===== config.mk =====
export PLATFORM = sky130hd
export DESIGN_NAME = fixed_frame_deframer_xor_unit
export DESIGN_NICKNAME = d
export VERILOG_FILES = /design/src/hw/rtl/ffdx_pkg.sv /design/src/hw/rtl/ffdx_cfg.sv /design/src/hw/rtl/ffdx_parse.sv /design/src/hw/rtl/ffdx_out.sv /design/src/hw/rtl/fixed_frame_deframer_xor_unit.sv
export SDC_FILE = /design/constraint.sdc
export NUM_CORES = 1
export LEC_CHECK = 0
export BUFFER_PORTS_ARGS = -buffer_cell sky130_fd_sc_hd__buf_4
export CORE_AREA = 2 2 177 179
export DETAILED_ROUTE_END_ITERATION = 12
export DIE_AREA = 0 0 179 181
export GPL_ROUTABILITY_DRIVEN = 0
export PLACE_DENSITY = 0.68
export SYNTH_ARGS = -nofsm -noshare
export SYNTH_HDL_FRONTEND = slang
export SYNTH_SLANG_ARGS = --single-unit

===== constraint.sdc =====
create_clock -name aclk -period 6.3 [get_ports aclk]
set_input_delay 1.26 -clock aclk [delete_from_list [all_inputs] [get_ports aclk]]
set_output_delay 1.26 -clock aclk [all_outputs]
set_load 0.03 [all_outputs]

===== src/hw/rtl/ffdx_pkg.sv =====
// ----------------------------------------------------------------------------
// ffdx_pkg - shared types and constants of the fixed frame deframer
// Register indexes, reset values, frame positions and result types.
// ----------------------------------------------------------------------------
package ffdx_pkg;

    localparam int unsigned BYTE_W        = 8;
    localparam int unsigned ANGLE_W       = 16;
    localparam int unsigned OUT_COUNT_W   = 32;
    localparam int unsigned COUNT_W_DEF   = 32;
    localparam int unsigned CFG_INDEX_W   = 8;
    localparam int unsigned POS_W         = 4;
    localparam int unsigned TDATA_BITS    = 2 * ANGLE_W + 1 + 2 * OUT_COUNT_W;
    localparam int unsigned M_TDATA_W     = ((TDATA_BITS + 7) / 8) * 8;

    // register indexes
    localparam logic [CFG_INDEX_W-1:0] CFG_HEADER_FIRST  = 8'd0;
    localparam logic [CFG_INDEX_W-1:0] CFG_HEADER_SECOND = 8'd1;
    localparam logic [CFG_INDEX_W-1:0] CFG_LENGTH_CODE   = 8'd2;
    localparam logic [CFG_INDEX_W-1:0] CFG_GYRO_CODE     = 8'd3;

    localparam logic [BYTE_W-1:0] RST_HEADER_FIRST  = 8'hAA;
    localparam logic [BYTE_W-1:0] RST_HEADER_SECOND = 8'h55;
    localparam logic [BYTE_W-1:0] RST_LENGTH_CODE   = 8'd6;
    localparam logic [BYTE_W-1:0] RST_GYRO_CODE     = 8'd1;

    // byte positions inside the frame
    localparam logic [POS_W-1:0] POS_IDLE    = 4'd0;
    localparam logic [POS_W-1:0] POS_LEN     = 4'd2;
    localparam logic [POS_W-1:0] POS_PAN_HI  = 4'd3;
    localparam logic [POS_W-1:0] POS_PAN_LO  = 4'd4;
    localparam logic [POS_W-1:0] POS_TILT_HI = 4'd5;
    localparam logic [POS_W-1:0] POS_TILT_LO = 4'd6;
    localparam logic [POS_W-1:0] POS_MODE    = 4'd7;
    localparam logic [POS_W-1:0] POS_CHECK   = 4'd8;

    typedef enum logic [2:0] {
        ST_HUNT1 = 3'b001,
        ST_HUNT2 = 3'b010,
        ST_BODY  = 3'b100
    } state_t;

    typedef struct packed {
        logic [BYTE_W-1:0] header_first;
        logic [BYTE_W-1:0] header_second;
        logic [BYTE_W-1:0] length_code;
        logic [BYTE_W-1:0] gyro_code;
    } cfg_t;

    typedef struct packed {
        logic                   frame_good;
        logic [ANGLE_W-1:0]     pan_tenths;
        logic [ANGLE_W-1:0]     tilt_tenths;
        logic                   gyro_mode;
        logic [OUT_COUNT_W-1:0] good_frames;
        logic [OUT_COUNT_W-1:0] bad_frames;
    } res_t;

endpackage


===== src/hw/rtl/ffdx_cfg.sv =====
// ----------------------------------------------------------------------------
// ffdx_cfg - configuration registers
// Header bytes, expected length and gyro mode code, written by index.
// ----------------------------------------------------------------------------
module ffdx_cfg (
    input  logic                              aclk,
    input  logic                              aresetn,
    input  logic                              cfg_valid,
    output logic                              cfg_ready,
    input  logic [ffdx_pkg::CFG_INDEX_W-1:0]  cfg_index,
    input  logic [ffdx_pkg::BYTE_W-1:0]       cfg_data,
    output ffdx_pkg::cfg_t                    cfg
);
    import ffdx_pkg::*;

    cfg_t cfg_reg;
    cfg_t cfg_next;

    assign cfg_ready = 1'b1;

    always_comb begin
        cfg_next = cfg_reg;
        if (cfg_valid) begin
            case (cfg_index)
                CFG_HEADER_FIRST:  cfg_next.header_first  = cfg_data;
                CFG_HEADER_SECOND: cfg_next.header_second = cfg_data;
                CFG_LENGTH_CODE:   cfg_next.length_code   = cfg_data;
                CFG_GYRO_CODE:     cfg_next.gyro_code     = cfg_data;
                default:           cfg_next = cfg_reg;
            endcase
        end
    end

    always_ff @(posedge aclk) begin
        if (!aresetn) begin
            cfg_reg.header_first  <= RST_HEADER_FIRST;
            cfg_reg.header_second <= RST_HEADER_SECOND;
            cfg_reg.length_code   <= RST_LENGTH_CODE;
            cfg_reg.gyro_code     <= RST_GYRO_CODE;
        end else begin
            cfg_reg <= cfg_next;
        end
    end

    assign cfg = cfg_reg;

endmodule


===== src/hw/rtl/ffdx_parse.sv =====
// ----------------------------------------------------------------------------
// ffdx_parse - header hunt, frame collection and check
// Tracks the frame position, keeps a running xor over the body and
// produces the result of a completed frame in the cycle of its last byte.
// ----------------------------------------------------------------------------
module ffdx_parse #(
    parameter int unsigned COUNT_WIDTH = ffdx_pkg::COUNT_W_DEF
) (
    input  logic                         aclk,
    input  logic                         aresetn,
    input  logic                         byte_accept,
    input  logic [ffdx_pkg::BYTE_W-1:0]  rx_byte,
    input  ffdx_pkg::cfg_t               cfg,
    output logic                         res_valid,
    output ffdx_pkg::res_t               res
);
    import ffdx_pkg::*;

    state_t               state_reg,  state_next;
    logic [POS_W-1:0]     pos_reg,    pos_next;
    logic [BYTE_W-1:0]    xor_reg,    xor_next;
    logic [BYTE_W-1:0]    len_reg,    len_next;
    logic [ANGLE_W-1:0]   pan_reg,    pan_next;
    logic [ANGLE_W-1:0]   tilt_reg,   tilt_next;
    logic [BYTE_W-1:0]    mode_reg,   mode_next;
    logic [ANGLE_W-1:0]   last_pan_reg,  last_pan_next;
    logic [ANGLE_W-1:0]   last_tilt_reg, last_tilt_next;
    logic                 last_gyro_reg, last_gyro_next;
    logic [COUNT_WIDTH-1:0] good_cnt_reg, good_cnt_next;
    logic [COUNT_WIDTH-1:0] bad_cnt_reg,  bad_cnt_next;
    logic                 frame_ok;

    assign frame_ok = (len_reg == cfg.length_code) && (xor_reg == rx_byte);

    always_comb begin
        state_next     = state_reg;
        pos_next       = pos_reg;
        xor_next       = xor_reg;
        len_next       = len_reg;
        pan_next       = pan_reg;
        tilt_next      = tilt_reg;
        mode_next      = mode_reg;
        last_pan_next  = last_pan_reg;
        last_tilt_next = last_tilt_reg;
        last_gyro_next = last_gyro_reg;
        good_cnt_next  = good_cnt_reg;
        bad_cnt_next   = bad_cnt_reg;
        res_valid      = 1'b0;
        if (byte_accept) begin
            case (state_reg)
                ST_HUNT1: begin
                    if (rx_byte == cfg.header_first) begin
                        state_next = ST_HUNT2;
                    end
                end
                ST_HUNT2: begin
                    if (rx_byte == cfg.header_second) begin
                        state_next = ST_BODY;
                        pos_next   = POS_LEN;
                        xor_next   = '0;
                    end else if (rx_byte != cfg.header_first) begin
                        state_next = ST_HUNT1;
                    end
                end
                ST_BODY: begin
                    pos_next = pos_reg + 1'b1;
                    xor_next = xor_reg ^ rx_byte;
                    case (pos_reg)
                        POS_LEN:     len_next          = rx_byte;
                        POS_PAN_HI:  pan_next[15:8]    = rx_byte;
                        POS_PAN_LO:  pan_next[7:0]     = rx_byte;
                        POS_TILT_HI: tilt_next[15:8]   = rx_byte;
                        POS_TILT_LO: tilt_next[7:0]    = rx_byte;
                        POS_MODE:    mode_next         = rx_byte;
                        POS_CHECK: begin
                            // frame complete
                            state_next = ST_HUNT1;
                            pos_next   = POS_IDLE;
                            res_valid  = 1'b1;
                            if (frame_ok) begin
                                last_pan_next  = pan_reg;
                                last_tilt_next = tilt_reg;
                                last_gyro_next = (mode_reg == cfg.gyro_code);
                                good_cnt_next  = good_cnt_reg + 1'b1;
                            end else begin
                                bad_cnt_next   = bad_cnt_reg + 1'b1;
                            end
                        end
                        default: begin
                            state_next = ST_HUNT1;
                            pos_next   = POS_IDLE;
                        end
                    endcase
                end
                default: begin
                    state_next = ST_HUNT1;
                    pos_next   = POS_IDLE;
                end
            endcase
        end
    end

    always_comb begin
        res.frame_good  = frame_ok;
        res.pan_tenths  = last_pan_next;
        res.tilt_tenths = last_tilt_next;
        res.gyro_mode   = last_gyro_next;
        res.good_frames = OUT_COUNT_W'(good_cnt_next);
        res.bad_frames  = OUT_COUNT_W'(bad_cnt_next);
    end

    always_ff @(posedge aclk) begin
        if (!aresetn) begin
            state_reg     <= ST_HUNT1;
            pos_reg       <= POS_IDLE;
            last_pan_reg  <= '0;
            last_tilt_reg <= '0;
            last_gyro_reg <= 1'b0;
            good_cnt_reg  <= '0;
            bad_cnt_reg   <= '0;
        end else begin
            state_reg     <= state_next;
            pos_reg       <= pos_next;
            last_pan_reg  <= last_pan_next;
            last_tilt_reg <= last_tilt_next;
            last_gyro_reg <= last_gyro_next;
            good_cnt_reg  <= good_cnt_next;
            bad_cnt_reg   <= bad_cnt_next;
        end
    end

    // body bytes, no reset needed
    always_ff @(posedge aclk) begin
        xor_reg  <= xor_next;
        len_reg  <= len_next;
        pan_reg  <= pan_next;
        tilt_reg <= tilt_next;
        mode_reg <= mode_next;
    end

endmodule


===== src/hw/rtl/ffdx_out.sv =====
// ----------------------------------------------------------------------------
// ffdx_out - result output register
// Holds one result word until the receiver takes it and packs the stream.
// ----------------------------------------------------------------------------
module ffdx_out (
    input  logic                            aclk,
    input  logic                            aresetn,
    input  logic                            load,
    input  ffdx_pkg::res_t                  res,
    output logic                            space,
    output logic                            m_tvalid,
    input  logic                            m_tready,
    output logic [ffdx_pkg::M_TDATA_W-1:0]  m_tdata,
    output logic                            m_tuser
);
    import ffdx_pkg::*;

    logic valid_reg, valid_next;
    res_t res_reg;

    assign space = !valid_reg || m_tready;

    always_comb begin
        valid_next = valid_reg;
        if (load) begin
            valid_next = 1'b1;
        end else if (m_tready) begin
            valid_next = 1'b0;
        end
    end

    always_ff @(posedge aclk) begin
        if (!aresetn) begin
            valid_reg <= 1'b0;
        end else begin
            valid_reg <= valid_next;
        end
    end

    always_ff @(posedge aclk) begin
        if (load) begin
            res_reg <= res;
        end
    end

    assign m_tvalid = valid_reg;
    assign m_tuser  = res_reg.frame_good;
    assign m_tdata  = M_TDATA_W'({res_reg.bad_frames, res_reg.good_frames, res_reg.gyro_mode,
                                  res_reg.tilt_tenths, res_reg.pan_tenths});

endmodule


===== src/hw/rtl/fixed_frame_deframer_xor_unit.sv =====
// ----------------------------------------------------------------------------
// fixed_frame_deframer_xor_unit - two byte header frame receiver, xor check
// Receives bytes on the s_ stream, hunts for the two header bytes and
// collects a fixed nine byte frame of length, pan, tilt, mode and check.
// Every completed frame gives one word on the m_ stream with the check
// result in m_tuser and the last good pan, tilt, mode and the good and
// bad frame counters in m_tdata; other bytes give no word.
// One byte is taken every cycle while the output register is free or
// being emptied; a result word appears in the cycle after the frame's last
// byte. The output register is the only buffer: while the receiver
// stalls and a word waits, s_tready is low.
// The cfg_ channel writes header bytes, length code and gyro code by index;
// it is always ready; the user must write it between frames, the block does not enforce it.
// Reset (aresetn low, synchronous) restarts the header hunt, clears the
// counters and the last good values and restores the register defaults.
// ----------------------------------------------------------------------------
module fixed_frame_deframer_xor_unit #(
    parameter int unsigned COUNT_WIDTH = ffdx_pkg::COUNT_W_DEF
) (
    input  logic                              aclk,
    input  logic                              aresetn,
    // rx_byte
    input  logic                              s_tvalid,
    output logic                              s_tready,
    input  logic [7:0]                        s_tdata,
    // pan_tenths, tilt_tenths, gyro_mode, good_frames, bad_frames
    output logic                              m_tvalid,
    input  logic                              m_tready,
    output logic [ffdx_pkg::M_TDATA_W-1:0]    m_tdata,
    // frame_good
    output logic                              m_tuser,
    input  logic                              cfg_valid,
    output logic                              cfg_ready,
    input  logic [ffdx_pkg::CFG_INDEX_W-1:0]  cfg_index,
    input  logic [ffdx_pkg::BYTE_W-1:0]       cfg_data
);
    import ffdx_pkg::*;

    cfg_t cfg;
    res_t res;
    logic res_valid;
    logic space;
    logic byte_accept;

    assign s_tready    = space;
    assign byte_accept = s_tvalid && space;

    ffdx_cfg u_cfg (
        .aclk      (aclk),
        .aresetn   (aresetn),
        .cfg_valid (cfg_valid),
        .cfg_ready (cfg_ready),
        .cfg_index (cfg_index),
        .cfg_data  (cfg_data),
        .cfg       (cfg)
    );

    ffdx_parse #(
        .COUNT_WIDTH (COUNT_WIDTH)
    ) u_parse (
        .aclk        (aclk),
        .aresetn     (aresetn),
        .byte_accept (byte_accept),
        .rx_byte     (s_tdata),
        .cfg         (cfg),
        .res_valid   (res_valid),
        .res         (res)
    );

    ffdx_out u_out (
        .aclk     (aclk),
        .aresetn  (aresetn),
        .load     (res_valid),
        .res      (res),
        .space    (space),
        .m_tvalid (m_tvalid),
        .m_tready (m_tready),
        .m_tdata  (m_tdata),
        .m_tuser  (m_tuser)
    );

    // a new result word only follows an accepted byte
    assert property (@(posedge aclk) disable iff (!aresetn)
        m_tvalid && $past(!m_tvalid || m_tready) |-> $past(s_tvalid && s_tready))
        else $error("result word without an accepted byte");

    // input stalls only behind a waiting word
    assert property (@(posedge aclk) disable iff (!aresetn)
        !s_tready |-> m_tvalid && !m_tready)
        else $error("input stalled with a free output register");

    // a result is produced only on an accepted byte
    assert property (@(posedge aclk) disable iff (!aresetn)
        res_valid |-> byte_accept)
        else $error("result without an accepted byte");

endmodule

Yosys cells after proc, flatten, opt, wreduce, memory -nomap -nowiden:

Index checks and enable logic that the tools add are counted.
W data, S select, Z words.

* bits in registers: 291
* bits in latches: 0
* memory bits (writable): 0
* ROM bits: 0
* output and inout bits: 108
* word-level logic and storage cells: 109
* memories: 0

* add/subtract/negate cells: 3
* multiply operators: 0
* div/mod/pow operators: 0
* $lt $le $gt $ge: 0
* eq/ne operators: 23
* shifts and indexed selects: 0
* muxes and demuxes: 35
* bitwise gates (word level): 2
* reductions and logical operators: 21

Operators by type and width (number)
* $mux W32: 8
* $mux W16: 8
* $add A32 B1 Y32 const B: 2
* $eq A8 B8 Y1: 5
* $reduce_and A3 Y1: 8
* $eq A4 B3 Y1 const B: 4
* $eq A8 B2 Y1 const B: 2
* $pmux W8 S2: 1
* $mux W3: 4
* $pmux W4 S3: 1
* $mux W1: 9
* $pmux W3 S3: 1
* $eq A4 B2 Y1 const B: 2
* $eq A8 B1 Y1 const B: 1
* $logic_not A8 Y1: 1
* $mux W4: 2
* $mux W8: 1
* $ne A8 B8 Y1: 1
* $reduce_and A2 Y1: 4
* $xor A8 B8 Y8: 1
* $reduce_or A6 Y1: 1
* $add A4 B1 Y4 const B: 1
* $eq A4 B4 Y1 const B: 1
* $ne A2 B1 Y1 const B: 2
* 11 further kinds: 13

Logic depth before layout (Yosys ltp):

Gate-level depths: netlist of run 1.

* word-level depth: 6
* mapped depth: 10
* gate-level depth less buffers: 8

Cells and area by module:

Synthesis of run 1 repeated with hierarchy kept, for this count alone.

* cells, all modules: 1092
* area total of the unflattened synthesis: 12239.2 µm²

Modules (own cells, without submodules)
* ffdx_parse: times used 1, cells each 853, area an instance 7862.5 µm², sequential area each 3763.6 µm²
* ffdx_out: times used 1, cells each 110, area an instance 3047.9 µm², sequential area each 2962.8 µm²
* ffdx_cfg: times used 1, cells each 128, area an instance 1322.5 µm², sequential area each 640.6 µm²
* fixed_frame_deframer_xor_unit: times used 1, cells each 1, area an instance 6.3 µm², sequential area each 0.0 µm²

Least setup slack after synthesis of run 1:

Ideal clock, no wire load.

* kind: input port to flip-flop
* start point: in m_tready
* end point: reg u_parse.last_gyro_reg
* library setup time: 0.079 ns
* arrival time: 5.850 ns
* setup slack: 0.371 ns
* cell stages on the path: 8
* buffers on the path: 3
* path through: nand2b_1 -> nand4_1 -> buf_1 -> inv_2 -> clkbuf_1 -> clkbuf_1 -> nand4_1 -> a21oi_1

* longest elaborated chain between the ends: 3

Ends and longest elaborated chain
* start: declaration: RTL line fixed_frame_deframer_xor_unit.sv:28 `input logic m_tready,`
* $logic_or A1 B1 Y1: RTL line ffdx_out.sv:21 `assign space = !valid_reg || m_tready;`
* $logic_and A1 B1 Y1: RTL line fixed_frame_deframer_xor_unit.sv:46 `assign byte_accept = s_tvalid && space;`
* $mux W1: RTL line ffdx_parse.sv:49 `if (byte_accept) begin`
* end signal: assignment: RTL line ffdx_parse.sv:126 `last_gyro_reg <= last_gyro_next;`
* end: declaration: RTL line ffdx_parse.sv:28 `logic last_gyro_reg, last_gyro_next;`

Every way passes these cells.
A chain may end at the register's enable or synchronous reset.

==> results.json, run 1 <==
{
  "whs_ns": 0.492,
  "synth_ff_type": "edfxtp_1",
  "vias": 8404,
  "synth_area_um2": 12100,
  "die_x_um": 179,
  "required_ns": 6.58,
  "dp_hpwl_um": 17100,
  "drv_slew": 0,
  "dr_wl_met2_um": 13300,
  "antenna_cells": 0,
  "h-tree-depth": 1,
  "syn-instance-count": 1075,
  "via_per_inst": 5.24,
  "drt_first_iter_violations": 558,
  "cp_cell_sequence": "buf_4 > xnor2_1 > nand4_1 > or4_2 > buf_4 > clkinv_2 > buf_4 > nor4_1 > xor2_1",
  "largest_reg_flops": 97,
  "synth_cell_types": 54,
  "cts_tree": "done",
  "r2r_end": "u_out.m_tdata[93]",
  "wire_per_inst_um": 16.6,
  "hold_buffers": 0,
  "cp_num_buf_inv": 4,
  "synth-edff-count": 154,
  "cp-end-kind": "flip-flop",
  "dp_cells": 1546,
  "dieArea_um2": 32400,
  "area_growth_pct": 18.7,
  "hp-class": "reg -> reg",
  "grt_start_max_net_pins": 81,
  "globalRoute.totalOverflow": 0,
  "peakVddDrop_uv": 209,
  "top_layer_used": "met4",
  "postCtsSetupRepairBufs": 0,
  "layout_commonest_cell": "edfxtp_1",
  "worstMarginPinSlew_ns": 1.09,
  "synth_seq_cells": 291,
  "first_pass_iters": 6,
  "clockBufferDepth": 3,
  "crit_type": "in -> reg",
  "grt_pass1_vias": 7973,
  "cts_root_buffer": "clkbuf_16",
  "slowest_stage": "clkinv_2",
  "hold_start": "u_parse.good_cnt_reg[15]",
  "p_per_area_nw_per_um2": 271,
  "drive_gt1_share_pct": 17.4,
  "rsz0062_at_grt": "no",
  "cts.sinks": 291,
  "cap_violations": 0,
  "hold_depth": 2,
  "synth_area_leaders": "edfxtp_1 (38%), dfxtp_1 (23%), mux2i_1 (4.9%), nand2_1 (4.3%), a21oi_1 (3.1%)",
  "syn-mean-instance-area_um2": 11.3,
  "fin_skew_ns": 0.0107,
  "grt_usage_pct": 16.0,
  "setup_tns_ns": 0,
  "yosysTopAreaCell": "edfxtp_1",
  "arrival_ns": 4.57,
  "synth_top_cell_area_share_pct": 38.2,
  "r2r_slack_ns": 2.46,
  "io_pins": 137,
  "nets": 1218,
  "path_common_cell": "buf_4",
  "setup_viol": 0,
  "portBuffers": 128,
  "path_max_fanout": 80,
  "post-route-drc-count": 0,
  "numCtsBuffers": 31,
  "ys_seq_area_share_pct": 60.9,
  "n_fill_cell": 2756,
  "final_cells": 1604,
  "clk_latency_ns": 0.56,
  "period_minus_slack_ns": 4.29,
  "core_um2": 30300,
  "met3WireLength_um": 1160,
  "status": "complete, no violations",
  "start_util_pct": 39.9,
  "clk_pin_slew_ns": 0.06,
  "most-common-layout-cells": "edfxtp_1 (154), nand2_1 (139), dfxtp_1 (137)",
  "hold_viol": 0,
  "crit_family": "buffers and inverters",
  "rr_worst_depth": 8,
  "met1_length_um": 11500,
  "antenna_found_initial": 0,
  "die_h_um": 181,
  "critPathLaunchType": "input pin",
  "critical_path_depth": 9,
  "num_rows": 64,
  "grt_pass1_wl_um": 41600,
  "slew_headroom_pct": 26.7,
  "ant_nets": 0,
  "p_leak_nw": 5.33,
  "post_cts_resized": 0,
  "fin_util_pct": 47.4,
  "r2r_start": "u_parse.len_reg[0]",
  "fmax_mhz": 233,
  "min_to": "u_parse.good_cnt_reg[15]",
  "async_reset_ff_share_pct": 0,
  "cpPeakStageDelay_ns": 0.86,
  "finalCritPeriodShare_pct": 68.1,
  "yosys_warnings": 0,
  "wirelength_um": 26600
}
[logic make-up (layout without fill, tap and decap cells)]
kind of cell             count (synthesis)  after routing  share of synthesized area, %
AO/OA/AOI/OAI                          162            162                          7.75
XOR/XNOR                                65             65                          4.70
adder cells (fa/ha/maj)                  6              6                         0.620
other                                    2              8                        0.0620
buffers and inverters                   82            209                          3.10
multiplexers                            59             59                          4.88
flip-flops                             291            291                          60.9
AND/OR/NAND/NOR                        408            408                          18.0
[report_power, final]
group / switching [W] / total (W) / internal, W
logic: 0.0000528 / 0.0000772 / 0.0000244
registers: 0.00000138 / 0.00198 / 0.00198
clock network: 0.000724 / 0.00183 / 0.00111
[Yosys cell counts (27+ instances only)]
| cell | instances |
|---|---|
| edfxtp_1 | 154 |
| nand2_1 | 139 |
| dfxtp_1 | 137 |
| a21oi_1 | 74 |
| nand3_1 | 61 |
| mux2i_1 | 59 |
| o21ai_0 | 50 |
| nor2_1 | 40 |
| xor2_1 | 38 |
| clkbuf_1 | 36 |
| nand4_1 | 29 |
| xnor2_1 | 27 |
[layer usage]
| layer | global-route usage [%] | up-vias |
|---|---|---|
| li1 | - | 4113 |
| met1 | 20.7 | 4051 |
| met2 | 27.8 | 198 |
| met3 | 2.25 | 42 |
| met4 | 4.33 | 0 |
| met5 | 0 | - |
[cell type report]
class | instances | area (µm²) | area share (%)
sequential | 291 | 7370 | 51.3
multi-input combinational | 708 | 4390 | 30.5
timing repair buffer | 136 | 1020 | 7.10
clock buffer | 44 | 896 | 6.23
tap | 396 | 495 | 3.45
clock inverter | 14 | 145 | 1.01
inverter | 15 | 62.6 | 0.435
[worst min-delay path, cell delays in order, from the launching register on]
cell	delay (ns)
dfxtp_1	0.33
o41ai_2	0.07
a21oi_2	0.05
[worst max-delay path by stage]
stage          startpoint                    end  slack, ns
2_1_floorplan    m_tready  u_parse.last_gyro_reg       0.37
3_3_place_gp   s_tdata[5]      u_out.m_tdata[93]       1.56
3_5_place_dp   s_tdata[2]      u_out.m_tdata[93]       1.44
4_1_cts        s_tdata[0]      u_out.m_tdata[93]       2.02
5_1_grt        s_tdata[1]      u_out.m_tdata[90]       1.72
6_report       s_tdata[0]      u_out.m_tdata[93]       2.01
[stage by stage]
stage | total power, W | setup WS, ns | area, µm²
final | 0.00389 | 2.01 | 14400
after global routing | 0.00401 | 1.72 | 14400
after CTS | 0.00393 | 2.02 | 14400
after detailed placement | 0.00210 | 1.44 | 13300
after global placement | 0.00210 | 1.56 | 13300
after floorplan | 0.00207 | 0.371 | 12100
(Power assumes the default switching activity.)
==> run 2: changes to the inputs <==
--- a/config.mk
+++ b/config.mk
@@ -10,7 +10,7 @@
 export DETAILED_ROUTE_END_ITERATION = 12
 export DIE_AREA = 0 0 179 181
 export GPL_ROUTABILITY_DRIVEN = 0
-export PLACE_DENSITY = 0.68
+export PLACE_DENSITY = 0.7
 export SYNTH_ARGS = -nofsm -noshare
 export SYNTH_HDL_FRONTEND = slang
 export SYNTH_SLANG_ARGS = --single-unit
==> constraint.sdc (replaced) <==
create_clock -name aclk -period 3.8 [get_ports aclk]
set_input_delay 0.76 -clock aclk [delete_from_list [all_inputs] [get_ports aclk]]
set_output_delay 0.76 -clock aclk [all_outputs]
set_load 0.03 [all_outputs]
==> results.json, run 2 (same netlist as run 1, synthesis figures left out) <==
{
  "multiInputGateArea_um2": 4390,
  "cp_cell_sequence": "inv_1 > ha_1 > and3b_1 > nand4_1 > or4_1 > or4_1 > a21oi_1",
  "met3WireLength_um": 1460,
  "rsz0062_at_grt": "no",
  "grt_usage_pct": 16.7,
  "grt_pass1_wl_um": 43200,
  "cap_violations": 0,
  "cts_tree": "done",
  "nets": 1228,
  "wire_per_inst_um": 16.8,
  "die_x_um": 179,
  "antenna_found_initial": 0,
  "crit_type": "reg -> reg",
  "globalRoute.totalOverflow": 0,
  "n_fill_cell": 2751,
  "status": "complete, no violations",
  "p_leak_nw": 5.37,
  "dp_hpwl_um": 18300,
  "largest_reg_flops": 97,
  "fmax_mhz": 352,
  "power_switching_w": 0.00130,
  "dieArea_um2": 32400,
  "setup_tns_ns": 0,
  "p_per_area_nw_per_um2": 440,
  "postCtsSetupRepairBufs": 0,
  "cts_root_buffer": "clkbuf_16",
  "layout_commonest_cell": "edfxtp_1",
  "worstMarginPinSlew_ns": 0.827,
  "area_growth_pct": 19.5,
  "ant_nets": 0,
  "path_common_cell": "or4_1",
  "clockBufferDepth": 3,
  "fin_skew_ns": 0.0220,
  "drv_slew": 0,
  "core_um2": 30300,
  "wirelength_um": 27200,
  "die_h_um": 181,
  "path_max_fanout": 10,
  "cts.sinks": 291,
  "post-route-drc-count": 0,
  "dr_wl_met2_um": 13300,
  "fin_area_um2": 14500,
  "period_minus_slack_ns": 2.84,
  "portBuffers": 128,
  "clk_pin_slew_ns": 0.06,
  "slew_headroom_pct": 44.6,
  "final_cells": 1613,
  "required_ns": 4.29,
  "drt_first_iter_violations": 688,
  "peakVddDrop_uv": 311,
  "slowest_stage": "or4_1",
  "swShare_pct": 20.4,
  "setup_viol": 0,
  "most-common-layout-cells": "edfxtp_1 (154), buf_4 (144), nand2_1 (139)",
  "hold_viol": 0,
  "critPathLaunchType": "flip-flop",
  "dp_cells": 1557,
  "arrival_ns": 3.33,
  "start_util_pct": 39.9,
  "met1_length_um": 12000,
  "placed_area_um2": 13500,
  "post_cts_resized": 0,
  "p_clk_share_pct": 46.2,
  "top_layer_used": "met4",
  "finalCritPeriodShare_pct": 74.7,
  "vias": 8589,
  "p_seq_share_pct": 51.7,
  "grt_pass1_vias": 8182,
  "first_pass_iters": 5,
  "power_frac_comb_pct": 2.1,
  "drive_gt1_share_pct": 18.0,
  "h-tree-depth": 1,
  "cpPeakStageDelay_ns": 0.89,
  "cp-end-kind": "flip-flop",
  "io_pins": 137,
  "hold_buffers": 0,
  "regArea_um2": 7370,
  "hp-class": "in -> reg",
  "grt_start_max_net_pins": 75,
  "p_int_w": 0.00506,
  "numCtsBuffers": 30,
  "num_rows": 64,
  "antenna_cells": 0,
  "via_per_inst": 5.32,
  "total_power_w": 0.00636,
  "clk_latency_ns": 0.56
}
==> run 2: cell types whose count changed in the layout (fill, tap and decap cells not counted) <==
cell	change
clkbuf_16	-2
clkbuf_1	-2
clkinv_2	-1
clkinv_1	+2
buf_4	+8
buf_12	+3
clkinvlp_4	+2
clkbuf_8	-1
clkinv_16	+1
inv_6	-1
==> run 2: layer usage <==
layer | global-route usage [%] | vias up
li1 | - | 4139
met2 | 28.1 | 243
met1 | 22.9 | 4176
met3 | 2.19 | 31
met5 | 0 | -
met4 | 3.51 | 0
==> run 2: stage by stage <==
| step | hold WS, ns | worst slack, ns | util [%] |
|---|---|---|---|
| CTS | 0.444 | 0.938 | 47.7 |
| global route | 0.454 | 0.676 | 47.7 |
| detailed placement | 0.475 | 0.577 | 44.3 |
| global placement | 0.467 | 0.665 | 44.3 |
| finish | 0.463 | 0.961 | 47.7 |
| floorplan | 0.444 | 0.00539 | - |
==> run 2: area by class of cell <==
cell class | instances | area share, %
timing repair buffer | 147 | 7.89
tap | 396 | 3.43
clock inverter | 17 | 1.27
inverter | 15 | 0.433
clock buffer | 39 | 5.70
multi-input combinational | 708 | 30.3
sequential | 291 | 50.9
==> run 2: final timing paths <==
| kind | from | endpoint | slack (ns) | cells after the start |
|---|---|---|---|---|
| worst max register to register | u_parse.pos_reg[0] | u_parse.good_cnt_reg[19] | 0.96 | 7 |
| worst min register to register | u_parse.good_cnt_reg[31] | u_parse.good_cnt_reg[31] | 0.48 | 2 |
| worst max-delay path | u_parse.pos_reg[0] | u_parse.good_cnt_reg[19] | 0.96 | 7 |
| worst min-delay path | cfg_data[6] | u_cfg.cfg[22] | 0.46 | 3 |
==> run 2: power by group through the flow <==
stage                     clock network [W]  registers, W   logic, W
after floorplan                           0       0.00336  0.0000737
final                               0.00294       0.00329   0.000133
after global placement                    0       0.00336   0.000130
after CTS                           0.00300       0.00329   0.000134
after detailed placement                  0       0.00336   0.000133
after global routing                0.00313       0.00329   0.000145
==> run 2: critical path, delay by kind of cell, from the launching register on <==
| family | cells | cell delay (ns) |
|---|---|---|
| simple gates | 4 | 1.92 |
| flops | 1 | 0.35 |
| fa+ha+maj | 1 | 0.20 |
| compound gates | 1 | 0.17 |
| buf+inv | 1 | 0.12 |
==> run 3: changes to the inputs <==
==> constraint.sdc (replaced) <==
create_clock -name aclk -period 2.3 [get_ports aclk]
set_input_delay 0.46 -clock aclk [delete_from_list [all_inputs] [get_ports aclk]]
set_output_delay 0.46 -clock aclk [all_outputs]
set_load 0.03 [all_outputs]
==> results.json, run 3 (same netlist as run 1, synthesis figures left out) <==
{
  "status": "finished, violations left",
  "violations": "negative setup slack",
  "n_fill_cell": 2598,
  "io_pins": 137,
  "layout_commonest_cell": "buf_4",
  "critPathLaunchType": "flip-flop",
  "peakVddDrop_uv": 697,
  "cp_cell_sequence": "xnor2_2 > nand4_1 > or4_4 > buf_12 > o31a_1 > or2_1",
  "area_growth_pct": 31.9,
  "crit_type": "reg -> reg",
  "post-route-drc-count": 0,
  "antenna_found_initial": 0,
  "p_leak_nw": 6.27,
  "fin_skew_ns": 0.00885,
  "fin_ws_ns": -0.0835,
  "slowest_stage": "or4_4",
  "rr_worst_depth": 6,
  "most-common-layout-cells": "buf_4 (231), edfxtp_1 (154), dfxtp_1 (133)",
  "finalCritPeriodShare_pct": 104,
  "die_h_um": 181,
  "numCtsBuffers": 31,
  "clockBufferDepth": 3,
  "dieArea_um2": 32400,
  "via_per_inst": 5.24,
  "antenna_cells": 0,
  "r2r_end": "u_out.m_tdata[46]",
  "r2r_start": "u_parse.xor_reg[1]",
  "clk_pin_slew_ns": 0.06,
  "wirelength_um": 28600,
  "p_per_area_nw_per_um2": 679,
  "worstMarginPinSlew_ns": 0.643,
  "ant_nets": 0,
  "period_minus_slack_ns": 2.38,
  "wire_per_inst_um": 16.6,
  "first_pass_iters": 5,
  "fmax_mhz": 420,
  "h-tree-depth": 1,
  "cp_num_buf_inv": 1,
  "crit_family": "simple AND/OR/NAND/NOR gates",
  "start_util_pct": 39.9,
  "cts.sinks": 291,
  "grt_usage_pct": 17.0,
  "grt_start_max_net_pins": 49,
  "globalRoute.totalOverflow": 0,
  "portBuffers": 128,
  "grt_pass1_vias": 8806,
  "cap_violations": 0,
  "dp_hpwl_um": 18600,
  "min_to": "u_cfg.cfg[18]",
  "die_x_um": 179,
  "setup_viol": 35,
  "rsz0062_at_grt": "yes",
  "drv_slew": 0,
  "path_max_fanout": 20,
  "nets": 1335,
  "num_rows": 64,
  "cp-end-kind": "flip-flop",
  "fin_util_pct": 52.6,
  "core_um2": 30300,
  "slew_headroom_pct": 56.7,
  "whs_ns": 0.158,
  "hold_viol": 0,
  "cts_root_buffer": "clkbuf_16",
  "hold_buffers": 0,
  "hold_depth": 3,
  "hold_start": "cfg_data[2]",
  "cts_tree": "done",
  "vias": 9019,
  "hp-class": "in -> reg",
  "clk_latency_ns": 0.56,
  "cpPeakStageDelay_ns": 0.64,
  "arrival_ns": 2.70,
  "r2r_slack_ns": -0.08,
  "grt_pass1_wl_um": 44400,
  "largest_reg_flops": 97,
  "drive_gt1_share_pct": 30.1,
  "drt_first_iter_violations": 580,
  "required_ns": 2.61
}
-- run 3: repair_timing --
action,CTS,global route
cloned,2,4
gates resized for setup,28,115
hold endpoints to repair,0,0
setup endpoints to repair,160,160
setup buffers,1,12
pin swaps,7,16
-- run 3: routing by layer --
layer	track usage (%)	routed length [µm]	vias up	part of all wire, %
met5	0	0	-	0
met4	3.90	539	0	1.9
met3	3.39	1630	41	5.7
met2	29.8	14300	235	50
met1	21.5	12100	4386	42
li1	-	-	4357	-
-- run 3: cell type report --
cell class | count | area [µm²] | share of cell area, %
Timing Repair Buffer | 253 | 2150 | 13.5
Inverter | 15 | 73.8 | 0.462
Multi-Input combinational cell | 708 | 4800 | 30.1
Sequential cell | 291 | 7370 | 46.2
Clock inverter | 20 | 220 | 1.38
Clock buffer | 37 | 850 | 5.32
Tap cell | 396 | 495 | 3.10
-- run 3: worst max path at each step --
stage                                  start  slack [ns]  depth (start not counted)                 to
after floorplan           u_parse.pos_reg[0]       0.002                         10  u_out.m_tdata[25]
after global placement            s_tdata[3]       -0.41                          7  u_out.m_tdata[46]
after detailed placement          s_tdata[3]       -0.45                          7  u_out.m_tdata[46]
after CTS                 u_parse.xor_reg[7]       -0.03                          6  u_out.m_tdata[46]
after global routing      u_parse.xor_reg[1]       -0.16                          6  u_out.m_tdata[46]
final                     u_parse.xor_reg[1]       -0.08                          6  u_out.m_tdata[46]
-- run 3: tightest hold or removal path, delay by kind of cell --
kind / cells / cell delay (ns)
muxes: 1 / 0.06
buffers and inverters: 1 / 0.11
and+or+nand+nor: 1 / 0.05
-- run 3: power by group --
part / internal [W] / switching, W / total [W]
clock: 0.00308 / 0.00206 / 0.00514
sequential: 0.00543 / 0.00000277 / 0.00543
combinational: 0.000104 / 0.000164 / 0.000268
-- run 3: metrics by stage --
stage / setup TNS, ns / instance area [µm²] / instances / setup slack, ns / power (W)
after floorplan: 0 / 12200 / 1081 / 0.00167 / 0.00567
after global placement: -45.94 / 14200 / 1644 / -0.412 / 0.00579
after detailed placement: -53.95 / 14200 / 1644 / -0.450 / 0.00580
after CTS: -0.0559 / 15400 / 1704 / -0.0288 / 0.0109
after global routing: -8.39 / 16000 / 1720 / -0.157 / 0.0112
final: -1.11 / 16000 / 1720 / -0.0835 / 0.0108
